--- config.mk ---
export PLATFORM = sky130hd
export DESIGN_NAME = block_code_spread_packetizer_unit
export DESIGN_NICKNAME = d
export VERILOG_FILES = /design/src/spp_pkg.sv /design/src/spp_msg_mem.sv /design/src/spp_sequencer.sv /design/src/spp_spreader.sv /design/src/block_code_spread_packetizer_unit.sv
export SDC_FILE = /design/constraint.sdc
export NUM_CORES = 1
export LEC_CHECK = 0
export ABC_AREA = 1
export BUFFER_PORTS_ARGS = -buffer_cell sky130_fd_sc_hd__buf_2
export CAP_MARGIN = 20
export CELL_PAD_IN_SITES_DETAIL_PLACEMENT = 0
export CELL_PAD_IN_SITES_GLOBAL_PLACEMENT = 1
export CORE_MARGIN = 4
export CORE_UTILIZATION = 41
export CTS_CLUSTER_DIAMETER = 50
export DETAILED_ROUTE_END_ITERATION = 16
export GPL_ROUTABILITY_DRIVEN = 0
export PLACE_DENSITY_LB_ADDON = 0.1
export SLEW_MARGIN = 20
export SYNTH_ARGS = -nofsm -noshare
export SYNTH_HDL_FRONTEND = slang
export SYNTH_SLANG_ARGS = --single-unit
export TNS_END_PERCENT = 30
--- constraint.sdc ---
create_clock -name clk -period 3.2 [get_ports clk]
set_clock_uncertainty 0.2 [all_clocks]
set_input_delay 0.64 -clock clk [delete_from_list [all_inputs] [get_ports clk]]
set_output_delay 0.64 -clock clk [all_outputs]
set_load 0.01 [all_outputs]
--- src/spp_pkg.sv ---
// Shared types, constants and tables of the block-code spread packetizer.
// Used by every module under src; depends on nothing else.
package spp_pkg;

	localparam int MSG_MAX   = 8;
	localparam int MSG_AW    = 3;
	localparam int MSG_LEN_W = 4;
	localparam int CHIP_LEN  = 64;
	localparam int CHIP_AW   = 6;
	localparam int CW_W      = 16;
	localparam int CW_AW     = 4;
	localparam int POS_W     = 16;
	localparam int SEQ_W     = 16;
	localparam logic [7:0] CHIPS_CAP = 8'd253;

	localparam logic [1:0] REQ_LOAD    = 2'd0;
	localparam logic [1:0] REQ_EMIT    = 2'd1;
	localparam logic [1:0] REQ_RESTART = 2'd2;

	localparam logic [1:0] CFG_MSG_LEN = 2'd0;
	localparam logic [1:0] CFG_CHIPS   = 2'd1;
	localparam logic [1:0] CFG_FILLER  = 2'd2;

	localparam logic [3:0] MSG_LEN_RST = 4'd5;
	localparam logic [7:0] CHIPS_RST   = 8'd192;
	localparam logic [7:0] FILLER_RST  = 8'd3;

	typedef struct packed {
		logic [1:0] req_type;
		logic [2:0] msg_index;
		logic [7:0] msg_byte;
	} req_beat_t;

	typedef struct packed {
		logic [7:0] out_byte;
		logic       packet_last;
		logic       message_done;
	} rsp_beat_t;

	typedef struct packed {
		logic             is_chip;
		logic [7:0]       hdr_byte;
		logic             filler;
		logic             last;
		logic [CW_AW-1:0] bit_sel;
		logic [7:0]       prn0;
		logic [7:0]       prn1;
		logic [7:0]       filler_byte;
	} s1_beat_t;

	localparam logic [CW_W-1:0] GEN_ROWS [8] = '{
		16'h809E, 16'h404E, 16'h20CD, 16'h1067,
		16'h0833, 16'h04F2, 16'h0278, 16'h01D7
	};

	localparam logic [7:0] PRN_ZERO [CHIP_LEN] = '{
		8'd253, 8'd62, 8'd119, 8'd213, 8'd37, 8'd239, 8'd44, 8'd105, 8'd42, 8'd233,
		8'd60, 8'd196, 8'd7, 8'd147, 8'd197, 8'd7, 8'd55, 8'd31, 8'd123, 8'd209,
		8'd186, 8'd7, 8'd144, 8'd55, 8'd223, 8'd90, 8'd237, 8'd200, 8'd140, 8'd105,
		8'd151, 8'd41, 8'd172, 8'd217, 8'd214, 8'd26, 8'd214, 8'd168, 8'd5, 8'd211,
		8'd106, 8'd203, 8'd214, 8'd82, 8'd63, 8'd231, 8'd130, 8'd134, 8'd110,
		8'd154, 8'd101, 8'd166, 8'd46, 8'd84, 8'd244, 8'd122, 8'd203, 8'd46, 8'd99,
		8'd191, 8'd84, 8'd196, 8'd212, 8'd84
	};

	localparam logic [7:0] PRN_ONE [CHIP_LEN] = '{
		8'd1, 8'd94, 8'd212, 8'd97, 8'd11, 8'd243, 8'd49, 8'd92, 8'd102, 8'd146,
		8'd91, 8'd42, 8'd224, 8'd163, 8'd0, 8'd225, 8'd187, 8'd159, 8'd49, 8'd207,
		8'd247, 8'd192, 8'd178, 8'd117, 8'd170, 8'd167, 8'd165, 8'd18, 8'd15, 8'd91,
		8'd2, 8'd61, 8'd78, 8'd96, 8'd142, 8'd23, 8'd52, 8'd133, 8'd97, 8'd69,
		8'd6, 8'd162, 8'd54, 8'd47, 8'd169, 8'd31, 8'd215, 8'd253, 8'd157, 8'd72,
		8'd25, 8'd24, 8'd175, 8'd54, 8'd147, 8'd0, 8'd16, 8'd133, 8'd40, 8'd29,
		8'd92, 8'd175, 8'd100, 8'd218
	};

	function automatic logic [CW_W-1:0] encode_byte(input logic [7:0] b);
		logic [CW_W-1:0] cw;
		cw = '0;
		for (int j = 0; j < 8; j++) begin
			if (b[7-j]) begin
				cw = cw ^ GEN_ROWS[j];
			end
		end
		return cw;
	endfunction

endpackage

--- src/spp_msg_mem.sv ---
// Message store of the packetizer: one write port, one registered read port.
// Depends on spp_pkg.
module spp_msg_mem (
	input  logic                      clk,
	input  logic                      wr_en,
	input  logic [spp_pkg::MSG_AW-1:0] wr_addr,
	input  logic [7:0]                wr_data,
	input  logic                      rd_en,
	input  logic [spp_pkg::MSG_AW-1:0] rd_addr,
	output logic [7:0]                rd_data
);
	import spp_pkg::*;

	logic [7:0] mem_q [MSG_MAX];
	logic [7:0] rd_data_q;

	always_ff @(posedge clk) begin
		if (wr_en) begin
			mem_q[wr_addr] <= wr_data;
		end
	end

	always_ff @(posedge clk) begin
		if (rd_en) begin
			rd_data_q <= mem_q[rd_addr];
		end
	end

	assign rd_data = rd_data_q;

endmodule

--- src/spp_sequencer.sv ---
// Request stage: packet byte counter, sequence number, chip position and the
// first pipeline register. Depends on spp_pkg.
module spp_sequencer (
	input  logic                        clk,
	input  logic                        arst_n,
	input  logic                        req_valid,
	output logic                        req_ready,
	input  spp_pkg::req_beat_t          req_beat,
	input  logic [spp_pkg::MSG_LEN_W-1:0] message_length,
	input  logic [7:0]                  chips_per_packet,
	input  logic [7:0]                  filler_byte,
	input  logic                        s1_take,
	output logic                        s1_valid,
	output spp_pkg::s1_beat_t           s1_beat,
	output logic                        mem_wr_en,
	output logic                        mem_rd_en,
	output logic [spp_pkg::MSG_AW-1:0]  mem_rd_addr
);
	import spp_pkg::*;

	logic [SEQ_W-1:0]     seq_q;
	logic [7:0]           bip_q;
	logic [POS_W-1:0]     pos_q;
	logic                 s1_valid_q;
	s1_beat_t             s1_q;
	s1_beat_t             s1_next;
	logic                 fire;
	logic                 emit_fire;
	logic [7:0]           chips;
	logic [8:0]           last_idx;
	logic                 last;
	logic [MSG_LEN_W-1:0] msg_len;
	logic                 is_chip;
	logic                 past_msg;

	assign req_ready = !s1_valid_q || s1_take;
	assign fire      = req_valid && req_ready;
	assign emit_fire = fire && (req_beat.req_type == REQ_EMIT);
	assign mem_wr_en = fire && (req_beat.req_type == REQ_LOAD);
	assign mem_rd_en = emit_fire;
	assign mem_rd_addr = pos_q[CHIP_AW+CW_AW +: MSG_AW];

	assign chips    = (chips_per_packet > CHIPS_CAP) ? CHIPS_CAP : chips_per_packet;
	assign last_idx = {1'b0, chips} + 9'd1;
	assign last     = {1'b0, bip_q} >= last_idx;
	assign msg_len  = (message_length > MSG_LEN_W'(MSG_MAX)) ?
		MSG_LEN_W'(MSG_MAX) : message_length;
	assign is_chip  = bip_q >= 8'd2;
	assign past_msg = pos_q[POS_W-1:CHIP_AW] >=
		(POS_W-CHIP_AW)'({msg_len, {CW_AW{1'b0}}});

	always_comb begin
		s1_next.is_chip     = is_chip;
		s1_next.hdr_byte    = (bip_q == 8'd0) ? seq_q[15:8] : seq_q[7:0];
		s1_next.filler      = is_chip && past_msg;
		s1_next.last        = last;
		s1_next.bit_sel     = pos_q[CHIP_AW +: CW_AW];
		s1_next.prn0        = PRN_ZERO[pos_q[CHIP_AW-1:0]];
		s1_next.prn1        = PRN_ONE[pos_q[CHIP_AW-1:0]];
		s1_next.filler_byte = filler_byte;
	end

	always_ff @(posedge clk or negedge arst_n) begin
		if (!arst_n) begin
			seq_q      <= '0;
			bip_q      <= '0;
			pos_q      <= '0;
			s1_valid_q <= 1'b0;
		end else begin
			if (fire) begin
				unique case (req_beat.req_type)
					REQ_RESTART: begin
						seq_q <= '0;
						bip_q <= '0;
						pos_q <= '0;
					end
					REQ_EMIT: begin
						if (bip_q == 8'd1) begin
							seq_q <= seq_q + SEQ_W'(1);
						end
						if (is_chip && (pos_q != {POS_W{1'b1}})) begin
							pos_q <= pos_q + POS_W'(1);
						end
						bip_q <= last ? 8'd0 : bip_q + 8'd1;
					end
					default: begin
					end
				endcase
			end
			if (emit_fire) begin
				s1_valid_q <= 1'b1;
			end else if (s1_take) begin
				s1_valid_q <= 1'b0;
			end
		end
	end

	always_ff @(posedge clk) begin
		if (emit_fire) begin
			s1_q <= s1_next;
		end
	end

	assign s1_valid = s1_valid_q;
	assign s1_beat  = s1_q;

`ifndef SYNTHESIS
	a_s1_hold: assert property (@(posedge clk) disable iff (!arst_n)
		s1_valid_q && !s1_take |=> s1_valid_q && $stable(s1_q))
		else $error("s1 beat dropped or changed while stalled");
	a_pos_monotonic: assert property (@(posedge clk) disable iff (!arst_n)
		!(fire && req_beat.req_type == REQ_RESTART) |=> pos_q >= $past(pos_q))
		else $error("chip position moved back without restart");
	a_seq_step: assert property (@(posedge clk) disable iff (!arst_n)
		emit_fire && bip_q == 8'd1 |=> seq_q == $past(seq_q) + SEQ_W'(1))
		else $error("sequence number not advanced after low header byte");
	a_bip_range: assert property (@(posedge clk) disable iff (!arst_n)
		bip_q <= 8'd254)
		else $error("packet byte counter out of range");
`endif

endmodule

--- src/spp_spreader.sv ---
// Encode and spread stage: (16,8) codeword of the stored byte, chip select,
// and the output register. Depends on spp_pkg.
module spp_spreader (
	input  logic               clk,
	input  logic               arst_n,
	input  logic               s1_valid,
	input  spp_pkg::s1_beat_t  s1_beat,
	input  logic [7:0]         rd_data,
	output logic               s1_take,
	output logic               rsp_valid,
	input  logic               rsp_ready,
	output spp_pkg::rsp_beat_t rsp_beat
);
	import spp_pkg::*;

	logic [CW_W-1:0] cw;
	logic            cw_bit;
	rsp_beat_t       rsp_next;
	rsp_beat_t       rsp_q;
	logic            rsp_valid_q;

	assign s1_take = s1_valid && (!rsp_valid_q || rsp_ready);
	assign cw      = encode_byte(rd_data);
	assign cw_bit  = cw[~s1_beat.bit_sel];

	always_comb begin
		priority if (!s1_beat.is_chip) begin
			rsp_next.out_byte = s1_beat.hdr_byte;
		end else if (s1_beat.filler) begin
			rsp_next.out_byte = s1_beat.filler_byte;
		end else begin
			rsp_next.out_byte = cw_bit ? s1_beat.prn1 : s1_beat.prn0;
		end
		rsp_next.packet_last  = s1_beat.last;
		rsp_next.message_done = s1_beat.filler;
	end

	always_ff @(posedge clk or negedge arst_n) begin
		if (!arst_n) begin
			rsp_valid_q <= 1'b0;
		end else if (s1_take) begin
			rsp_valid_q <= 1'b1;
		end else if (rsp_ready) begin
			rsp_valid_q <= 1'b0;
		end
	end

	always_ff @(posedge clk) begin
		if (s1_take) begin
			rsp_q <= rsp_next;
		end
	end

	assign rsp_valid = rsp_valid_q;
	assign rsp_beat  = rsp_q;

`ifndef SYNTHESIS
	a_take_fills: assert property (@(posedge clk) disable iff (!arst_n)
		s1_take |=> rsp_valid_q)
		else $error("taken beat did not reach the output register");
	a_done_is_chip: assert property (@(posedge clk) disable iff (!arst_n)
		s1_valid && s1_beat.filler |-> s1_beat.is_chip)
		else $error("filler flag on a header beat");
`endif

endmodule

--- src/block_code_spread_packetizer_unit.sv ---
// Top level of the block-code spread packetizer: configuration registers,
// message store, request stage and spread stage. Depends on spp_pkg.
//
// Usage:
//   req channel (req_valid/req_ready/req_beat) takes loads, emits and restarts.
//   A load writes one message byte; a restart clears sequence number, chip
//   position and packet byte counter. Neither returns a beat.
//   Each emit returns one rsp beat: two sequence header bytes (high first),
//   then chips_per_packet chip bytes (at most 253), packet_last on the final byte, and
//   filler with message_done once the chip position passes the message.
//   cfg channel writes message_length, chips_per_packet and filler_byte; it
//   is always ready. The user must write it only while no request is in flight;
//   the block itself does not enforce this.
// Timing: an accepted emit passes the store read and stage 1 register, then
//   encode/spread into the output register, where rsp_valid rises.
//   One request per cycle is sustained while rsp_ready stays high; the store's
//   single read port is read once per emit.
// Reset: counters clear, registers take their defaults (5, 192, 3), the
//   message store is undefined until loaded. When rsp stalls the two stages
//   fill and req_ready drops; nothing is lost.
module block_code_spread_packetizer_unit (
	input  logic               clk,
	input  logic               arst_n,
	input  logic               req_valid,
	output logic               req_ready,
	input  spp_pkg::req_beat_t req_beat,
	output logic               rsp_valid,
	input  logic               rsp_ready,
	output spp_pkg::rsp_beat_t rsp_beat,
	input  logic               cfg_valid,
	output logic               cfg_ready,
	input  logic [1:0]         cfg_index,
	input  logic [7:0]         cfg_data
);
	import spp_pkg::*;

	logic [MSG_LEN_W-1:0] msg_len_q;
	logic [7:0]           chips_q;
	logic [7:0]           filler_q;
	logic                 cfg_fire;
	logic                 s1_take;
	logic                 s1_valid;
	s1_beat_t             s1_beat;
	logic                 mem_wr_en;
	logic                 mem_rd_en;
	logic [MSG_AW-1:0]    mem_rd_addr;
	logic [7:0]           rd_data;

	assign cfg_ready = 1'b1;
	assign cfg_fire  = cfg_valid && cfg_ready;

	always_ff @(posedge clk or negedge arst_n) begin
		if (!arst_n) begin
			msg_len_q <= MSG_LEN_RST;
			chips_q   <= CHIPS_RST;
			filler_q  <= FILLER_RST;
		end else if (cfg_fire) begin
			unique case (cfg_index)
				CFG_MSG_LEN: msg_len_q <= cfg_data[MSG_LEN_W-1:0];
				CFG_CHIPS:   chips_q   <= cfg_data;
				CFG_FILLER:  filler_q  <= cfg_data;
				default: begin
				end
			endcase
		end
	end

	spp_msg_mem u_mem (
		.clk     (clk),
		.wr_en   (mem_wr_en),
		.wr_addr (req_beat.msg_index),
		.wr_data (req_beat.msg_byte),
		.rd_en   (mem_rd_en),
		.rd_addr (mem_rd_addr),
		.rd_data (rd_data)
	);

	spp_sequencer u_seq (
		.clk              (clk),
		.arst_n           (arst_n),
		.req_valid        (req_valid),
		.req_ready        (req_ready),
		.req_beat         (req_beat),
		.message_length   (msg_len_q),
		.chips_per_packet (chips_q),
		.filler_byte      (filler_q),
		.s1_take          (s1_take),
		.s1_valid         (s1_valid),
		.s1_beat          (s1_beat),
		.mem_wr_en        (mem_wr_en),
		.mem_rd_en        (mem_rd_en),
		.mem_rd_addr      (mem_rd_addr)
	);

	spp_spreader u_spread (
		.clk       (clk),
		.arst_n    (arst_n),
		.s1_valid  (s1_valid),
		.s1_beat   (s1_beat),
		.rd_data   (rd_data),
		.s1_take   (s1_take),
		.rsp_valid (rsp_valid),
		.rsp_ready (rsp_ready),
		.rsp_beat  (rsp_beat)
	);

endmodule
==> summary by stage <==
Placed design
Summing all placed instances gives a cell area of 10900 um2. Detailed placement finished with a half-perimeter wire length of 18.7 mm. Including well taps, the total number of placed cells is 1544. Input and output buffers added on the ports amount to 39. The worst setup timing slack at the placement stage is 162 ps.

Job
Max-cap violations in this run came to 0.

Layout
The final cell count without fillers is 1578. In the final layout, the share of cells above drive strength 1 is 12.0%. The layout overhead on the synthesized area is 13.1%. The final net count is 1302. 0 antenna diodes ended up in the layout. The top cell types in the final layout, fill and taps aside, are sky130_fd_sc_hd__nand2_1 (243), sky130_fd_sc_hd__nor2_1 (171), sky130_fd_sc_hd__edfxtp_1 (121).

Leaving out fill and tap cells, the most frequent cell in the layout is sky130_fd_sc_hd__nand2_1. The filler cells instantiated in the layout total 2410. The final non-filler cell area is 11500 um2.

Synth
In the synthesized netlist the dominant register cell turns out to be sky130_fd_sc_hd__edfxtp_1. The share of the Yosys chip area taken by registers is 50.9%. Yosys printed 0 warnings.

In this run, distinct cell masters in the synthesized netlist total 50. The synthesized design contains 121 enable-type register cells. The share of synthesized registers carrying an async set or reset is 33.9%. The mean instance size in the synthesized netlist is 8.59 um2. The total standard cell area after synthesis is 10200 um2. In this run, synthesis produced a sequential element count of 183. The number of standard cells after synthesis is 1189. The number of nets in the synthesized netlist is 1250.

GRT
The largest net degree at the start of global routing is 63. The initial antenna violation count is 0. After global routing the overflow that remains totals 0. The first-pass GRT wire length is 42.6 mm. The total routing resource utilization after global routing is 19.1%. The via count of the first global-routing pass is 7897.

STA
The period utilization is 95.1%. The worst path meets setup with 156 ps of slack. The top achievable clock speed is 0.329 GHz. Setup total negative slack on the finished layout was measured at 0 ps.

Setup violations remaining at the end of the flow were counted as 0. The headroom to the max-slew limit is 44.4%. Hold timing on the final database bottoms out at a slack of 174 ps. Setup repair after global routing could not meet its margin everywhere. The count of final hold-check violations came to 0. The actual transition at the worst max-transition pin is 834 ps. The final critical path time including I/O delays and setup is 3040 ps. The max-slew violation count is 0.

Route
For this run, design rule violations remaining after detail routing come to 0. The via count normalized by instance count is 5.24. The violation count after the first detailed-route iteration is 540. The post-detailed-route wirelength per cell is 16.4 um.

The number of iterations in the first detailed-routing pass is 6. The final wirelength is 25.9 mm. The detail route stage leaves a number of antenna-violating nets equal to 0.

The total via count after detailed routing is 8263.

Floorplan
Pin placement for this block handled 41 I/O pins. The floorplan step set the die width to 166 um. The initial standard-cell utilization of the core is 41.9%. The die covers 27500 um2.

The core region is 24400 um2. The die is 166 um tall. In this run the core area contains 57 standard-cell rows.

Clock tree
The clock passes through at most 2 buffers. The number of levels the H-tree was split into is 4. TritonCTS built the clock tree. The post-cts hold buffer count is 0.

The total CTS buffers is 17. The root cell of the clock tree is sky130_fd_sc_hd__clkbuf_16. The clock net in this run drives a total of 183 sinks. Clock-pin slew was measured on the worst setup and hold paths at 80 ps. The insertion delay of the later-clocked pin in the worst-skew pair is 440 ps.

Critical path
Data arrives at the worst endpoint at 3220 ps. By startpoint and endpoint, the worst setup path is classified as flop to flop. The maximum net fanout on the critical path is 8.

The worst setup path is captured at a flop. The critical path launch point type is a flop. The required arrival time at the worst endpoint is 3380 ps.

Pwr
Power spread over the standard cell area amounts to 543 nW/um2. For this design the static power due to leakage is 4.82 nW. The maximum resistive drop on vdd is 0.359 mV.

Status
The flow ran to the end, and the final reports show no timing, DRC or antenna violations.

Min path
The path class of the tightest hold or removal check is input pin to async pin.
[cell type report]
class / count / area [um2] / share of cell area [%]
Sequential cell: 183 / 5190 / 45.0
Multi-Input combinational cell: 844 / 4390 / 38.0
Timing Repair Buffer: 80 / 528 / 4.57
Clock buffer: 19 / 443 / 3.84
Inverter: 115 / 432 / 3.74
Tap cell: 324 / 405 / 3.51
Clock inverter: 13 / 155 / 1.34
[path summary, 6_finish.rpt]
check,end,cells after the start,slack [ps],startpoint
min in group clk,u_seq.s1_beat[5],0,260,filler_q[5]
min reg2reg,u_seq.s1_beat[5],0,260,filler_q[5]
max in group asynchronous,filler_q[7],2,2070,arst_n
min,u_seq.seq_q[12],2,170,arst_n
max reg2reg,u_seq.bip_q[4],18,160,chips_q[6]
max,u_seq.bip_q[4],18,160,chips_q[6]
[synthesized netlist by cell type, types with 7 or more instances]
library cell,n,area share [%]
sky130_fd_sc_hd__xor2_1,19,1.6
sky130_fd_sc_hd__nor2_1,175,6.4
sky130_fd_sc_hd__dfrtp_1,56,14
sky130_fd_sc_hd__ha_1,33,4.0
sky130_fd_sc_hd__xnor2_1,8,0.69
sky130_fd_sc_hd__a31oi_1,15,0.92
sky130_fd_sc_hd__nand4_1,10,0.61
sky130_fd_sc_hd__buf_2,7,0.34
sky130_fd_sc_hd__o211ai_1,7,0.51
sky130_fd_sc_hd__o31ai_1,17,1.2
sky130_fd_sc_hd__nor3_1,17,0.83
sky130_fd_sc_hd__nand3_1,90,4.4
sky130_fd_sc_hd__nand2_1,243,8.9
sky130_fd_sc_hd__nand2_2,8,0.49
sky130_fd_sc_hd__clkbuf_1,30,1.1
sky130_fd_sc_hd__a21oi_1,36,1.8
sky130_fd_sc_hd__o21ai_0,108,5.3
sky130_fd_sc_hd__o22ai_1,13,0.80
sky130_fd_sc_hd__inv_1,110,4.0
sky130_fd_sc_hd__edfxtp_1,121,36
sky130_fd_sc_hd__o221ai_1,7,0.60
[per-stage QoR]
step	power (W)	util, %
3_3_place_gp	0.00416	44.7
4_1_cts	0.00630	47.2
3_5_place_dp	0.00414	44.7
5_1_grt	0.00662	47.3
2_1_floorplan	0.00365	-
6_report	0.00627	47.3
[flip-flops by register name (all words and copies together) (netlist names)]
name / flops
chips_q: 8
filler_q: 8
msg_len_q: 4
u_mem.mem_q: 64
u_mem.rd_data: 8
u_seq.bip_q: 8
u_seq.pos_q: 16
u_seq.s1_beat: 39
u_seq.s1_valid: 1
u_seq.seq_q: 16
u_spread.rsp_beat: 10
u_spread.rsp_valid: 1
[worst max-delay path: stages (launching register included)]
cell	delay, ps
sky130_fd_sc_hd__dfstp_2	560
sky130_fd_sc_hd__nand4_1	130
sky130_fd_sc_hd__nor2_2	190
sky130_fd_sc_hd__nor2_2	70
sky130_fd_sc_hd__inv_2	60
sky130_fd_sc_hd__ha_4	150
sky130_fd_sc_hd__nand3_4	90
sky130_fd_sc_hd__nand3b_1	190
sky130_fd_sc_hd__xor2_1	160
sky130_fd_sc_hd__ha_1	310
sky130_fd_sc_hd__a21o_1	160
sky130_fd_sc_hd__a31oi_1	130
sky130_fd_sc_hd__nor2_1	60
sky130_fd_sc_hd__nor2_1	80
sky130_fd_sc_hd__nor2_1	60
sky130_fd_sc_hd__nor2_1	100
sky130_fd_sc_hd__buf_4	170
sky130_fd_sc_hd__nand2_1	60
sky130_fd_sc_hd__nand2_1	50
[layer usage]
metal	track usage, %	routed length (um)	vias up
li1	-	-	4159
met1	27.4	12300	3830
met2	28.9	11600	221
met3	3.45	1240	53
met4	7.21	709	0
met5	0	0	-
[where the power goes]
group / leakage [nW] / switching [W] / internal [W]
logic: 2.61 / 0.000886 / 0.000451
registers: 1.92 / 0.000105 / 0.00269
clock network: 0.293 / 0.00100 / 0.00114
total: 4.82 / 0.00200 / 0.00427
[timing repair]
| action | 4_1_cts | 5_1_grt |
|---|---|---|
| buffers inserted | 0 | 2 |
| resized for setup | 0 | 8 |
| setup endpoints to repair | 0 | 8 |
[cell families after synthesis]
kind of cell | count (synthesis) | synth area share (%)
xor gates and xnor gates | 27 | 2.32
other | 1 | 0.0367
buffers and inverters | 162 | 6.52
adders and majority gates | 33 | 4.04
AOI/OAI and AO/OA | 222 | 12.8
DFF | 183 | 50.9
muxes | 1 | 0.110
and+or+nand+nor | 560 | 23.4
(Power assumes the default switching activity.)
